==> src/design/nearest_neighbour_tour_core_defines.svh <==
// ----------------------------------------------------------------------------
// Assertion macros for the nearest-neighbour tour core
// Each macro expects clk and rst_n in scope.
// ----------------------------------------------------------------------------
`ifndef NEAREST_NEIGHBOUR_TOUR_CORE_DEFINES_SVH
`define NEAREST_NEIGHBOUR_TOUR_CORE_DEFINES_SVH

// same-cycle implication
`define NNT_ASSERT_IMP(lbl, ante, cons, msg) \
  lbl: assert property (@(posedge clk) disable iff (!rst_n) (ante) |-> (cons)) \
    else $error(msg);

// next-cycle implication
`define NNT_ASSERT_NXT(lbl, ante, cons, msg) \
  lbl: assert property (@(posedge clk) disable iff (!rst_n) (ante) |=> (cons)) \
    else $error(msg);

// delayed implication
`define NNT_ASSERT_DLY2(lbl, ante, cons, msg) \
  lbl: assert property (@(posedge clk) disable iff (!rst_n) (ante) |-> ##2 (cons)) \
    else $error(msg);

`endif

==> src/design/nnt_pkg.sv <==
// ----------------------------------------------------------------------------
// nnt_pkg
// Shared types, codes and constants of the nearest-neighbour tour core.
// ----------------------------------------------------------------------------
package nnt_pkg;

  localparam int NODE_W   = 4;
  localparam int WEIGHT_W = 10;
  localparam int COST_W   = 14;
  localparam int CNT_W    = 5;

  // node indices are 4 bits wide, so no more than 16 nodes ever take part
  localparam int HW_NODE_LIMIT = 16;

  typedef logic [NODE_W-1:0]   node_t;
  typedef logic [WEIGHT_W-1:0] weight_t;
  typedef logic [COST_W-1:0]   cost_t;
  typedef logic [CNT_W-1:0]    count_t;

  localparam weight_t NO_EDGE_LIMIT  = weight_t'(999);
  localparam cost_t   COST_MAX       = '1;
  localparam count_t  NODE_COUNT_RST = count_t'(16);
  localparam count_t  NODE_COUNT_MIN = count_t'(2);

  // input word kinds
  localparam logic KIND_WRITE = 1'b0;
  localparam logic KIND_RUN   = 1'b1;

  typedef enum logic [2:0] {
    ST_IDLE,
    ST_START,
    ST_SCAN,
    ST_DRAIN,
    ST_STEP,
    ST_FINISH,
    ST_EMIT_RD,
    ST_EMIT_OUT
  } nnt_state_t;

  // weight matrix access from the sequencer
  typedef struct packed {
    logic    wr_en;
    node_t   wr_row;
    node_t   wr_col;
    weight_t wr_data;
    logic    rd_en;
    node_t   rd_row;
    node_t   rd_col;
  } mat_req_t;

  // path store access: two banks, current walk and best walk
  typedef struct packed {
    logic  wr_en;
    logic  wr_bank;
    node_t wr_pos;
    node_t wr_node;
    logic  rd_en;
    logic  rd_bank;
    node_t rd_pos;
  } path_req_t;

endpackage

==> src/design/nnt_in_if.sv <==
// ----------------------------------------------------------------------------
// nnt_in_if
// Input channel: matrix weight writes and run commands.
// ----------------------------------------------------------------------------
interface nnt_in_if import nnt_pkg::*; ();
  logic    valid;
  logic    ready;
  logic    kind;
  node_t   row;
  node_t   col;
  weight_t weight;

  modport source (output valid, kind, row, col, weight, input ready);
  modport sink   (input valid, kind, row, col, weight, output ready);
endinterface

==> src/design/nnt_out_if.sv <==
// ----------------------------------------------------------------------------
// nnt_out_if
// Result channel: nodes of the best path with its cost.
// ----------------------------------------------------------------------------
interface nnt_out_if import nnt_pkg::*; ();
  logic  valid;
  logic  ready;
  node_t node;
  node_t position;
  cost_t total_cost;
  logic  found;
  logic  last;

  modport source (output valid, node, position, total_cost, found, last, input ready);
  modport sink   (input valid, node, position, total_cost, found, last, output ready);
endinterface

==> src/design/nnt_matrix.sv <==
// ----------------------------------------------------------------------------
// nnt_matrix
// Weight matrix memory, one write and one registered read per cycle.
// ----------------------------------------------------------------------------
module nnt_matrix import nnt_pkg::*; #(
  parameter int NODES_LIM = 16
) (
  input  logic     clk,
  input  mat_req_t req,
  output weight_t  rdata
);

  localparam int IDX_W = $clog2(NODES_LIM);
  localparam int DEPTH = 1 << (2 * IDX_W);

  weight_t mem_r [DEPTH];
  weight_t rdata_r;
  logic    wr_in_range;

  // writes to rows or columns past the node limit are dropped
  assign wr_in_range = (count_t'({1'b0, req.wr_row}) < count_t'(NODES_LIM)) &&
                       (count_t'({1'b0, req.wr_col}) < count_t'(NODES_LIM));

  always_ff @(posedge clk) begin
    if (req.wr_en && wr_in_range) begin
      mem_r[{req.wr_row[IDX_W-1:0], req.wr_col[IDX_W-1:0]}] <= req.wr_data;
    end
    if (req.rd_en) begin
      rdata_r <= mem_r[{req.rd_row[IDX_W-1:0], req.rd_col[IDX_W-1:0]}];
    end
  end

  assign rdata = rdata_r;

endmodule

==> src/design/nnt_paths.sv <==
// ----------------------------------------------------------------------------
// nnt_paths
// Two-bank path store; a bank flip keeps the best walk without copying.
// ----------------------------------------------------------------------------
module nnt_paths import nnt_pkg::*; #(
  parameter int NODES_LIM = 16
) (
  input  logic      clk,
  input  path_req_t req,
  output node_t     rdata
);

  localparam int IDX_W = $clog2(NODES_LIM);
  localparam int DEPTH = 2 << IDX_W;

  node_t mem_r [DEPTH];
  node_t rdata_r;

  always_ff @(posedge clk) begin
    if (req.wr_en) begin
      mem_r[{req.wr_bank, req.wr_pos[IDX_W-1:0]}] <= req.wr_node;
    end
    if (req.rd_en) begin
      rdata_r <= mem_r[{req.rd_bank, req.rd_pos[IDX_W-1:0]}];
    end
  end

  assign rdata = rdata_r;

endmodule

==> src/design/nnt_ctrl.sv <==
// ----------------------------------------------------------------------------
// nnt_ctrl
// Walk sequencer: scans matrix rows, picks the nearest node, tracks best.
// ----------------------------------------------------------------------------
module nnt_ctrl import nnt_pkg::*; #(
  parameter int NODES_LIM = 16
) (
  input  logic              clk,
  input  logic              rst_n,
  nnt_in_if.sink            in_bus,
  nnt_out_if.source         out_bus,
  input  count_t            n_active,
  output mat_req_t          mat_req,
  input  weight_t           mat_rdata,
  output path_req_t         path_req,
  input  node_t             path_rdata
);

  localparam int IDX_W = $clog2(NODES_LIM);

  nnt_state_t state_r, state_nxt;

  count_t                 n_r, n_nxt;
  node_t                  s_r, s_nxt;
  node_t                  j_r, j_nxt;
  logic                   rd_vld_r, rd_vld_nxt;
  node_t                  rd_j_r, rd_j_nxt;
  node_t                  last_r, last_nxt;
  count_t                 len_r, len_nxt;
  cost_t                  cost_r, cost_nxt;
  logic [NODES_LIM-1:0]   visited_r, visited_nxt;
  node_t                  pick_r, pick_nxt;
  weight_t                pick_w_r, pick_w_nxt;
  logic                   pick_ok_r, pick_ok_nxt;
  logic                   best_valid_r, best_valid_nxt;
  cost_t                  best_cost_r, best_cost_nxt;
  logic                   cur_bank_r, cur_bank_nxt;
  logic                   best_bank_r, best_bank_nxt;
  node_t                  k_r, k_nxt;

  node_t                  last_j;
  logic                   path_done;
  logic                   run_acc;
  logic                   take;
  logic                   emit_last;
  logic [COST_W:0]        cost_sum;
  cost_t                  cost_sat;

  assign last_j    = node_t'(n_r - count_t'(1));
  assign path_done = (count_t'(len_r + count_t'(1)) == n_r);
  assign run_acc   = in_bus.valid && (in_bus.kind == KIND_RUN);
  assign emit_last = !best_valid_r || (k_r == last_j);

  // candidate check on the weight that just came back from the matrix
  assign take = rd_vld_r && (mat_rdata != '0) && (mat_rdata < pick_w_r) &&
                !visited_r[rd_j_r[IDX_W-1:0]];

  assign cost_sum = {1'b0, cost_r} + {{(COST_W-WEIGHT_W+1){1'b0}}, pick_w_r};
  assign cost_sat = cost_sum[COST_W] ? COST_MAX : cost_sum[COST_W-1:0];

  // next state
  always_comb begin
    state_nxt = state_r;
    case (state_r)
      ST_IDLE:     if (run_acc) state_nxt = ST_START;
      ST_START:    state_nxt = ST_SCAN;
      ST_SCAN:     if (j_r == last_j) state_nxt = ST_DRAIN;
      ST_DRAIN:    state_nxt = ST_STEP;
      ST_STEP: begin
        if (!pick_ok_r || path_done) state_nxt = ST_FINISH;
        else state_nxt = ST_SCAN;
      end
      ST_FINISH: begin
        if (s_r == last_j) state_nxt = ST_EMIT_RD;
        else state_nxt = ST_START;
      end
      ST_EMIT_RD:  state_nxt = ST_EMIT_OUT;
      ST_EMIT_OUT: begin
        if (out_bus.ready) state_nxt = emit_last ? ST_IDLE : ST_EMIT_RD;
      end
      default:     state_nxt = ST_IDLE;
    endcase
  end

  // handshake, payload and memory requests
  always_comb begin
    in_bus.ready       = (state_r == ST_IDLE);
    out_bus.valid      = (state_r == ST_EMIT_OUT);
    out_bus.node       = best_valid_r ? path_rdata : '0;
    out_bus.position   = best_valid_r ? k_r : '0;
    out_bus.total_cost = best_valid_r ? best_cost_r : '0;
    out_bus.found      = best_valid_r;
    out_bus.last       = emit_last;

    mat_req.wr_en   = (state_r == ST_IDLE) && in_bus.valid && (in_bus.kind == KIND_WRITE);
    mat_req.wr_row  = in_bus.row;
    mat_req.wr_col  = in_bus.col;
    mat_req.wr_data = in_bus.weight;
    mat_req.rd_en   = (state_r == ST_SCAN);
    mat_req.rd_row  = last_r;
    mat_req.rd_col  = j_r;

    path_req.wr_en   = (state_r == ST_START) || ((state_r == ST_STEP) && pick_ok_r);
    path_req.wr_bank = cur_bank_r;
    path_req.wr_pos  = (state_r == ST_START) ? '0 : node_t'(len_r);
    path_req.wr_node = (state_r == ST_START) ? s_r : pick_r;
    path_req.rd_en   = (state_r == ST_EMIT_RD);
    path_req.rd_bank = best_bank_r;
    path_req.rd_pos  = k_r;
  end

  // datapath next values
  always_comb begin
    n_nxt          = n_r;
    s_nxt          = s_r;
    j_nxt          = j_r;
    rd_vld_nxt     = (state_r == ST_SCAN);
    rd_j_nxt       = j_r;
    last_nxt       = last_r;
    len_nxt        = len_r;
    cost_nxt       = cost_r;
    visited_nxt    = visited_r;
    pick_nxt       = pick_r;
    pick_w_nxt     = pick_w_r;
    pick_ok_nxt    = pick_ok_r;
    best_valid_nxt = best_valid_r;
    best_cost_nxt  = best_cost_r;
    cur_bank_nxt   = cur_bank_r;
    best_bank_nxt  = best_bank_r;
    k_nxt          = k_r;

    if (take) begin
      pick_w_nxt  = mat_rdata;
      pick_nxt    = rd_j_r;
      pick_ok_nxt = 1'b1;
    end

    case (state_r)
      ST_IDLE: begin
        if (run_acc) begin
          n_nxt          = n_active;
          s_nxt          = '0;
          best_valid_nxt = 1'b0;
          best_cost_nxt  = COST_MAX;
        end
      end
      ST_START: begin
        visited_nxt                   = '0;
        visited_nxt[s_r[IDX_W-1:0]]   = 1'b1;
        last_nxt                      = s_r;
        len_nxt                       = count_t'(1);
        cost_nxt                      = '0;
        j_nxt                         = '0;
        pick_w_nxt                    = NO_EDGE_LIMIT;
        pick_ok_nxt                   = 1'b0;
      end
      ST_SCAN: j_nxt = node_t'(j_r + node_t'(1));
      ST_STEP: begin
        if (pick_ok_r) begin
          visited_nxt[pick_r[IDX_W-1:0]] = 1'b1;
          last_nxt    = pick_r;
          cost_nxt    = cost_sat;
          len_nxt     = count_t'(len_r + count_t'(1));
          j_nxt       = '0;
          pick_w_nxt  = NO_EDGE_LIMIT;
          pick_ok_nxt = 1'b0;
        end
      end
      ST_FINISH: begin
        // complete walk that beats the best so far takes over its bank
        if ((len_r == n_r) && (!best_valid_r || (cost_r < best_cost_r))) begin
          best_valid_nxt = 1'b1;
          best_cost_nxt  = cost_r;
          best_bank_nxt  = cur_bank_r;
          cur_bank_nxt   = !cur_bank_r;
        end
        if (s_r == last_j) k_nxt = '0;
        else s_nxt = node_t'(s_r + node_t'(1));
      end
      ST_EMIT_OUT: begin
        if (out_bus.ready && !emit_last) k_nxt = node_t'(k_r + node_t'(1));
      end
      default: ;
    endcase
  end

  always_ff @(posedge clk) begin
    if (!rst_n) begin
      state_r      <= ST_IDLE;
      rd_vld_r     <= 1'b0;
      best_valid_r <= 1'b0;
      best_cost_r  <= COST_MAX;
      cur_bank_r   <= 1'b0;
      best_bank_r  <= 1'b0;
    end else begin
      state_r      <= state_nxt;
      rd_vld_r     <= rd_vld_nxt;
      best_valid_r <= best_valid_nxt;
      best_cost_r  <= best_cost_nxt;
      cur_bank_r   <= cur_bank_nxt;
      best_bank_r  <= best_bank_nxt;
    end
  end

  always_ff @(posedge clk) begin
    n_r       <= n_nxt;
    s_r       <= s_nxt;
    j_r       <= j_nxt;
    rd_j_r    <= rd_j_nxt;
    last_r    <= last_nxt;
    len_r     <= len_nxt;
    cost_r    <= cost_nxt;
    visited_r <= visited_nxt;
    pick_r    <= pick_nxt;
    pick_w_r  <= pick_w_nxt;
    pick_ok_r <= pick_ok_nxt;
    k_r       <= k_nxt;
  end

endmodule

==> src/design/nearest_neighbour_tour_core.sv <==
// ----------------------------------------------------------------------------
// nearest_neighbour_tour_core
// Greedy nearest-neighbour path search over a loaded weight matrix.
// in_bus words: kind 0 writes weight[row][col], one per idle cycle, no result;
//   kind 1 runs a greedy walk from every start node over the first n nodes.
// out_bus words: the cheapest complete path, one word per node with position,
//   total_cost and found, last set on the final word; a single word with
//   found 0 when no start reaches every node. cfg_we/cfg_wdata set node_count.
// Sequence: each walk step reads one matrix row, one weight per cycle on the
//   matrix read port, then settles the pick in states DRAIN and STEP. After a
//   run, each result word needs a path store read, then the word is held
//   until taken.
// in_bus.ready is low from a run command until its last word is taken; a
//   receiver stall simply holds the current word. Reset idles the sequencer,
//   sets node_count to 16; the matrix keeps no reset and must be loaded.
// ----------------------------------------------------------------------------
`include "nearest_neighbour_tour_core_defines.svh"

module nearest_neighbour_tour_core import nnt_pkg::*; #(
  parameter int MAX_NODES = 16
) (
  input  logic          clk,
  input  logic          rst_n,
  nnt_in_if.sink        in_bus,
  nnt_out_if.source     out_bus,
  input  logic          cfg_we,
  input  count_t        cfg_wdata
);

  // nodes that can take part: bounded by the parameter and the 4-bit index
  localparam int NODES_LIM = (MAX_NODES < HW_NODE_LIMIT) ? MAX_NODES : HW_NODE_LIMIT;

  count_t    node_count_r, node_count_nxt;
  count_t    n_active;
  mat_req_t  mat_req;
  weight_t   mat_rdata;
  path_req_t path_req;
  node_t     path_rdata;

  // node count register, to be written only while idle; the block itself does not enforce it
  assign node_count_nxt = cfg_we ? cfg_wdata : node_count_r;

  always_ff @(posedge clk) begin
    if (!rst_n) begin
      node_count_r <= NODE_COUNT_RST;
    end else begin
      node_count_r <= node_count_nxt;
    end
  end

  // clamp to [2, NODES_LIM]; latched by the sequencer at run start
  always_comb begin
    if (node_count_r < NODE_COUNT_MIN) begin
      n_active = NODE_COUNT_MIN;
    end else if (node_count_r > count_t'(NODES_LIM)) begin
      n_active = count_t'(NODES_LIM);
    end else begin
      n_active = node_count_r;
    end
  end

  nnt_ctrl #(
    .NODES_LIM (NODES_LIM)
  ) u_ctrl (
    .clk        (clk),
    .rst_n      (rst_n),
    .in_bus     (in_bus),
    .out_bus    (out_bus),
    .n_active   (n_active),
    .mat_req    (mat_req),
    .mat_rdata  (mat_rdata),
    .path_req   (path_req),
    .path_rdata (path_rdata)
  );

  nnt_matrix #(
    .NODES_LIM (NODES_LIM)
  ) u_matrix (
    .clk   (clk),
    .req   (mat_req),
    .rdata (mat_rdata)
  );

  nnt_paths #(
    .NODES_LIM (NODES_LIM)
  ) u_paths (
    .clk   (clk),
    .req   (path_req),
    .rdata (path_rdata)
  );

  // input side and result side are never open together
  `NNT_ASSERT_IMP(a_no_overlap, in_bus.ready, !out_bus.valid, "input open while a result is pending")

  // a run command closes the input on the next cycle
  `NNT_ASSERT_NXT(a_run_blocks, in_bus.valid && in_bus.ready && (in_bus.kind == KIND_RUN), !in_bus.ready, "input still open after run command")

  // the not-found word is the only word of its run
  `NNT_ASSERT_IMP(a_empty_last, out_bus.valid && !out_bus.found, out_bus.last && (out_bus.position == '0), "not-found word is not a lone last word")

  // path words come out in order
  `NNT_ASSERT_DLY2(a_pos_step, out_bus.valid && out_bus.ready && !out_bus.last, out_bus.valid && (out_bus.position == node_t'($past($past(out_bus.position)) + 1'b1)), "path position did not advance by one")

endmodule

==> src/flat_wrapper.sv <==
// flat-port wrapper written by rule: the top's interface ports become plain ports
module nearest_neighbour_tour_core_flat import nnt_pkg::*;
#(
  parameter int MAX_NODES = 16
)
  (clk, rst_n, cfg_we, cfg_wdata, in_bus_valid, in_bus_kind, in_bus_row, in_bus_col, in_bus_weight, in_bus_ready, out_bus_valid, out_bus_node, out_bus_position, out_bus_total_cost, out_bus_found, out_bus_last, out_bus_ready);
  nnt_in_if in_bus_i ();
  nnt_out_if out_bus_i ();
  input  logic clk;
  input  logic rst_n;
  input  logic cfg_we;
  input  count_t cfg_wdata;
  input wire logic [$bits(in_bus_i.valid)-1:0] in_bus_valid;
  input wire logic [$bits(in_bus_i.kind)-1:0] in_bus_kind;
  input wire logic [$bits(in_bus_i.row)-1:0] in_bus_row;
  input wire logic [$bits(in_bus_i.col)-1:0] in_bus_col;
  input wire logic [$bits(in_bus_i.weight)-1:0] in_bus_weight;
  output wire logic [$bits(in_bus_i.ready)-1:0] in_bus_ready;
  output wire logic [$bits(out_bus_i.valid)-1:0] out_bus_valid;
  output wire logic [$bits(out_bus_i.node)-1:0] out_bus_node;
  output wire logic [$bits(out_bus_i.position)-1:0] out_bus_position;
  output wire logic [$bits(out_bus_i.total_cost)-1:0] out_bus_total_cost;
  output wire logic [$bits(out_bus_i.found)-1:0] out_bus_found;
  output wire logic [$bits(out_bus_i.last)-1:0] out_bus_last;
  input wire logic [$bits(out_bus_i.ready)-1:0] out_bus_ready;
  assign in_bus_i.valid = in_bus_valid;
  assign in_bus_i.kind = in_bus_kind;
  assign in_bus_i.row = in_bus_row;
  assign in_bus_i.col = in_bus_col;
  assign in_bus_i.weight = in_bus_weight;
  assign in_bus_ready = in_bus_i.ready;
  assign out_bus_valid = out_bus_i.valid;
  assign out_bus_node = out_bus_i.node;
  assign out_bus_position = out_bus_i.position;
  assign out_bus_total_cost = out_bus_i.total_cost;
  assign out_bus_found = out_bus_i.found;
  assign out_bus_last = out_bus_i.last;
  assign out_bus_i.ready = out_bus_ready;
  nearest_neighbour_tour_core #(.MAX_NODES(MAX_NODES)) u_core (.clk(clk), .rst_n(rst_n), .in_bus(in_bus_i), .out_bus(out_bus_i), .cfg_we(cfg_we), .cfg_wdata(cfg_wdata));
endmodule
==> config.mk <==
export PLATFORM = sky130hd
export DESIGN_NAME = nearest_neighbour_tour_core_flat
export DESIGN_NICKNAME = d
export VERILOG_FILES = /design/src/design/nnt_pkg.sv /design/src/design/nnt_in_if.sv /design/src/design/nnt_out_if.sv /design/src/design/nnt_matrix.sv /design/src/design/nnt_paths.sv /design/src/design/nnt_ctrl.sv /design/src/design/nearest_neighbour_tour_core.sv /design/src/flat_wrapper.sv
export VERILOG_INCLUDE_DIRS = /design/src /design/src/design
export SDC_FILE = /design/constraint.sdc
export NUM_CORES = 2
export LEC_CHECK = 0
export BUFFER_PORTS_ARGS = -buffer_cell sky130_fd_sc_hd__clkbuf_2
export CORE_MARGIN = 4
export CORE_UTILIZATION = 30
export DETAILED_ROUTE_END_ITERATION = 10
export GPL_TIMING_DRIVEN = 0
export PLACE_DENSITY = 0.43
export SLEW_MARGIN = 20
export SYNTH_ARGS = -nofsm -noshare
export SYNTH_HDL_FRONTEND = slang
export SYNTH_HIERARCHICAL = 1
export SYNTH_SLANG_ARGS = --single-unit
==> constraint.sdc <==
create_clock -name clk -period 4.75 [get_ports clk]
set_clock_uncertainty 0.2 [all_clocks]
set_input_delay 0.95 -clock clk [delete_from_list [all_inputs] [get_ports clk]]
set_output_delay 0.95 -clock clk [all_outputs]
set_load 0.02 [all_outputs]
**Word level (Yosys, flattened, before mapping)**

Memories as Yosys holds them, arrays and structs flattened. A register that Yosys moved wholly into a read port is not among the register bits.
Cells that the tools add are included.

- Register bits after elaboration: 101
- Bits in latches: 0
- RAM bits: 2,688
- Bits in read-only memories: 0
- Output and inout bits: 26
- Word-level logic and storage cells: 146
- Memories kept: 2

- Add/subtract/negate cells: 6
- Multipliers: 0
- Div/mod/pow operators: 0
- $lt $le $gt $ge: 9
- Equality and inequality tests: 20
- Shift-type cells: 0
- Multiplexer cells: 52
- Bitwise logic cells: 2
- Reductions and logical operators: 35

Memories:

| name | words | width | rd ports | clocked after memory_dff | wr ports | RTL line | RTL |
|---|---|---|---|---|---|---|---|
| u_core.u_matrix.mem_r | 256 | 10 | 1 | 1 | 1 | nnt_matrix.sv:16 | `weight_t mem_r [DEPTH];` |
| u_core.u_paths.mem_r | 32 | 4 | 1 | 1 | 1 | nnt_paths.sv:16 | `node_t mem_r [DEPTH];` |

Operators with widths:

| operator | number |
|---|---|
| two-way mux 14 bit | 5 |
| case mux 14 bit (2 select lines) | 2 |
| two-way mux 4 bit | 10 |
| case mux 16 bit (2 select lines) | 1 |
| case mux 3 bit (8 select lines) | 1 |
| case mux 4 bit (2 select lines) | 3 |
| two-way mux 10 bit | 2 |
| case mux 10 bit (2 select lines) | 1 |
| two-way mux 3 bit | 6 |
| two-way mux 16 bit | 1 |
| bitwise OR 16 bit | 1 |
| adder 14 x 10 -> 15 bit | 1 |
| less-than comparator 4 x 5 -> 1 bit, second input constant | 3 |
| less-than comparator 14 bit | 1 |
| adder 4 x 1 -> 4 bit, second input constant | 3 |
| equality test 3 bit, second input constant | 4 |
| equality test 4 bit | 3 |
| case mux 4 bit (3 select lines) | 1 |
| AND reduction 3 bit | 4 |
| logical AND 1 bit | 11 |
| two-way mux 1 bit | 11 |
| equality test 5 bit | 2 |
| less-than comparator 10 bit | 1 |
| two-way mux 5 bit | 2 |
| 22 further kinds | 44 |

**Depth between registers and ports, before layout**

- Depth in word-level cells: 7
- Gate-level depth with buffers: 12
- Gate-level depth less buffers: 9

**By module**

Netlist, hierarchy kept.

Modules (own cells, without submodules):

| module | times used | cells each | area an instance (um^2) | seq. area each (um^2) |
|---|---|---|---|---|
| nnt_matrix | 1 | 4,642 | 99,354.0 | 77,174.0 |
| nnt_ctrl | 1 | 613 | 5,975.7 | 2,522.4 |
| nnt_paths | 1 | 231 | 5,178.7 | 3,963.8 |
| nearest_neighbour_tour_core | 1 | 23 | 232.7 | 100.1 |

**Worst setup path after synthesis**

No wires, ideal clock.

- Path type: flip-flop to flip-flop
- Start: register u_core.u_ctrl.state_r[2]
- End: memory u_core/u_matrix/mem_r[234][0] (netlist name) (enable)
- Library setup time: 0.376 ns
- Arrival: 2.752 ns
- Required time: 4.174 ns
- Setup slack: 1.422 ns
- Stages on the path, launching flop included: 9
- Clock period less this slack: 3.328 ns
- Path through: dfxtp_1 clkbuf_1 nor3_1 and3b_1 clkbuf_1 buf_1 nand3_1 clkbuf_1 nor2_1

RTL lines:

| element | RTL line | RTL |
|---|---|---|
| start: declaration | nnt_ctrl.sv:21 | `nnt_state_t state_r, state_nxt;` |
| start signal: assignment | nnt_ctrl.sv:196 | `state_r <= state_nxt;` |
| end: declaration | nnt_matrix.sv:16 |  |

==> qor.txt <==
outcome: finished with violations
failing checks: setup timing
slew margin rel.: 17.6%
reg2reg path depth: 9
chip height: 616 um
WHS Endpoint: u_core/node_count_r[4]
CTS sink count: 2803
Comb power frac: 12.6%
post-synth top area share: 74.9%
Area Overhead vs Synth: 17.4%
synth unique cells: 72
Top-Level Pins: 55
Syn Inst Count: 5509
reg2reg start: u_core/u_ctrl/j_r[3]
Fmax: 204 MHz
setup ws final: -158 ps
Clock Power Share: 40.2%
die span in x: 616 um
Syn. warnings: 6
NetSw: 15.0 mW
CTS Buffer Depth: 4
Vias: 59825
period utilization: 103%
switch share: 25.8%
Core Area: 367000 um^2
TritonCTS clock tree: yes
leak pwr: 40.3 nW
die footprint: 379000 um^2
Final Hold Viols: 0
hold_sp: cfg_wdata[4]
FILL cells: 34279
Clock transition at path regs: 60 ps
Synth Flop Type: edfxtp_1
EDFF count, synth: 2762
1st-iter DRT viols: 7325
initial antenna violation count: 36
H-tree lvl count: 5
area leader, netlist: edfxtp_1
worst path required time: 5130 ps
Pint: 43.1 mW
DRC: 0
hold slack: 83.9 ps
layout cells sized above 1: 26.6%
Worst Setup Path Type: flip-flop to flip-flop
First-pass DRT Iterations: 5
reg2reg end: u_core/u_matrix/rdata[2]
starting density of the core: 30.2%
Synth Register Bits: 2803
Vias per Instance: 5.43
synthesized net count: 5579
WL final: 398 mm
TritonCTS Buffers: 312
worst-path fanout max: 10
max-slew violations: 0
first-pass GRT wire length: 531 mm
Syn Std Cell Area: 111000 um^2
minimum clock period: 4910 ps
Antenna Nets Post-Route: 0
commonest non-fill, non-tap cell in the layout: edfxtp_1
Data arrival, critical path: 5290 ps
Seq/Total Area, Yosys: 75.6%
clock root buffer master: clkbuf_16
DR WL/cell: 36.1 um
MaxCap Viol Count: 0
Worst R2R Setup Slack: -160 ps
pin slew with the least headroom to its limit: 1230 ps
Skew-Pair Late Insertion Delay: 940 ps
IO buf count: 35
RePlAce Congestion: 0.868
global-route usage over all layers: 20.5%
Setup WS pre-CTS: -1660 ps
synth top area cells: edfxtp_1, mux4_2, mux2i_1
Post-DP HPWL: 272 mm
commonest non-fill, non-tap cells in the layout: edfxtp_1, mux4_2, clkbuf_16
HP Class: input pin to flip-flop
vias in the first global route: 58553
CP Capture Type: flip-flop
row count: 222
Min-Delay Path Depth: 3
largest net degree at the start of global routing: 123
Seq pwr share: 47.2%
average cell area after synthesis: 20.1 um^2
# setup viols final: 7
nets@finish: 6029
VDD IR max: 0.000294 V
global route overflow: 0
Post-Route Setup TNS: -514 ps
power per cell area: 446 nW/um^2
critical path launch point type: flip-flop
post-synthesis async set-or-reset flop share: 0%
## synthesized netlist by cell type (18+ instances only)
cell type	number
and3_1	21
buf_4	51
ha_1	40
nor4_1	30
o221ai_1	41
a22oi_1	192
inv_1	40
mux4_2	536
buf_1	24
nand2b_1	18
nor2_1	356
xor2_1	18
a31oi_1	21
nor2b_1	57
a21oi_1	150
mux2i_1	231
and2_1	27
nor3_1	38
dfxtp_1	41
nand3_1	71
xnor2_1	19
o22ai_1	58
o21ai_0	43
buf_2	51
clkbuf_1	158
nand2_1	92
edfxtp_1	2762
buf_6	30
mux4_1	45
## logic make-up (layout without fill, tap and decap cells)
family	Yosys count	in the layout	share of synthesized area, %
and+or+nand+nor	772	772	3.28
adders and majority gates	41	41	0.470
buffers and inverters	388	1072	2.15
other	0	11	0
AOI/OAI and AO/OA	647	647	4.02
xor gates and xnor gates	38	38	0.313
DFF	2803	2803	75.6
muxes	820	820	14.1
## worst max-delay path, cell delays in order (launching register included)
cell      delay [ps]
edfxtp_1         580
buf_12           190
nor2b_1          140
clkbuf_1         550
clkbuf_1         940
a22oi_1          310
a21o_1           410
o21ai_0          290
o32ai_2          270
nor3_2           650
## cell type report
| class | count | area, um^2 | area share, % |
|---|---|---|---|
| diodes | 11 | 27.5 | 0.0212 |
| plain buffers | 346 | 2460 | 1.89 |
| clock buffers | 401 | 8360 | 6.43 |
| clock inverters | 147 | 1280 | 0.984 |
| inverters | 41 | 154 | 0.118 |
| multi-input cells | 2318 | 26000 | 20.0 |
| flip-flops and latches | 2803 | 83800 | 64.4 |
| well taps | 4816 | 6030 | 4.63 |
| repair buffers | 137 | 2000 | 1.53 |
## what timing repair did
action / CTS / global route
resized for setup: 160 / 44
cloned: 0 / 0
setup buffers: 19 / 3
hold buffers: 1 / 0
endpoints found under the hold margin: 1 / 0
endpoints found under the setup margin: 1839 / 1027
pin swaps: 6 / 1
## through the flow
| stage | instance area, um^2 | util, % | instances | total power [mW] |
|---|---|---|---|---|
| floorplan | 111000 | - | 5509 | 31.5 |
| global placement | 117000 | 31.9 | 10360 | 34.8 |
| detailed placement | 119000 | 32.5 | 10439 | 35.1 |
| CTS | 130000 | 35.4 | 11007 | 58.5 |
| global route | 130000 | 35.5 | 11010 | 59.8 |
| finish | 130000 | 35.5 | 11020 | 58.0 |
## power by group through the flow
stage               logic [mW]  registers (mW)  clock network [mW]
floorplan                 3.62            27.9                   0
global placement          6.86            28.0                   0
detailed placement        7.12            27.9                   0
CTS                       7.25            27.4                23.9
global route              7.47            27.4                24.9
finish                    7.29            27.4                23.3
## registers in the layout, summed over array words and instances (netlist names), 5 cells and up
signal	flops
u_core/u_ctrl/pick_w_r	10
u_core/node_count_r	5
u_core/u_paths/mem_r	128
u_core/u_matrix/rdata	10
u_core/u_ctrl/visited_r	16
u_core/u_ctrl/cost_r	14
u_core/u_ctrl/n_r	5
u_core/u_ctrl/best_cost_r	14
u_core/u_ctrl/len_r	5
u_core/u_matrix/mem_r	2560
## how the worst max path moves through the flow
stage,startpoint,to,slack (ps),cells after the start
2_1_floorplan,u_core/u_ctrl/state_r[2],u_core/u_matrix/mem_r[234][0],1420,8
3_3_place_gp,u_core/u_ctrl/j_r[1],u_core/u_matrix/rdata[0],-2850,8
3_5_place_dp,u_core/u_ctrl/j_r[2],u_core/u_matrix/rdata[4],-1660,7
4_1_cts,u_core/u_ctrl/state_r[2],u_core/u_matrix/mem_r[65][8],-450,8
5_1_grt,u_core/u_ctrl/last_r[0],u_core/u_matrix/rdata[3],-70,8
6_report,u_core/u_ctrl/j_r[3],u_core/u_matrix/rdata[2],-160,9
## routing by layer
metal	share of wire [%]	wire length, um	track usage, %	up-vias
met3	7.5	29900	4.09	606
li1	-	-	-	23821
met1	42	166000	27.8	32759
met5	0.023	90	0	-
met4	3.6	14400	6.57	12
met2	47	188000	33.0	2627
Note: power is estimated with default switching activity, not from simulation.
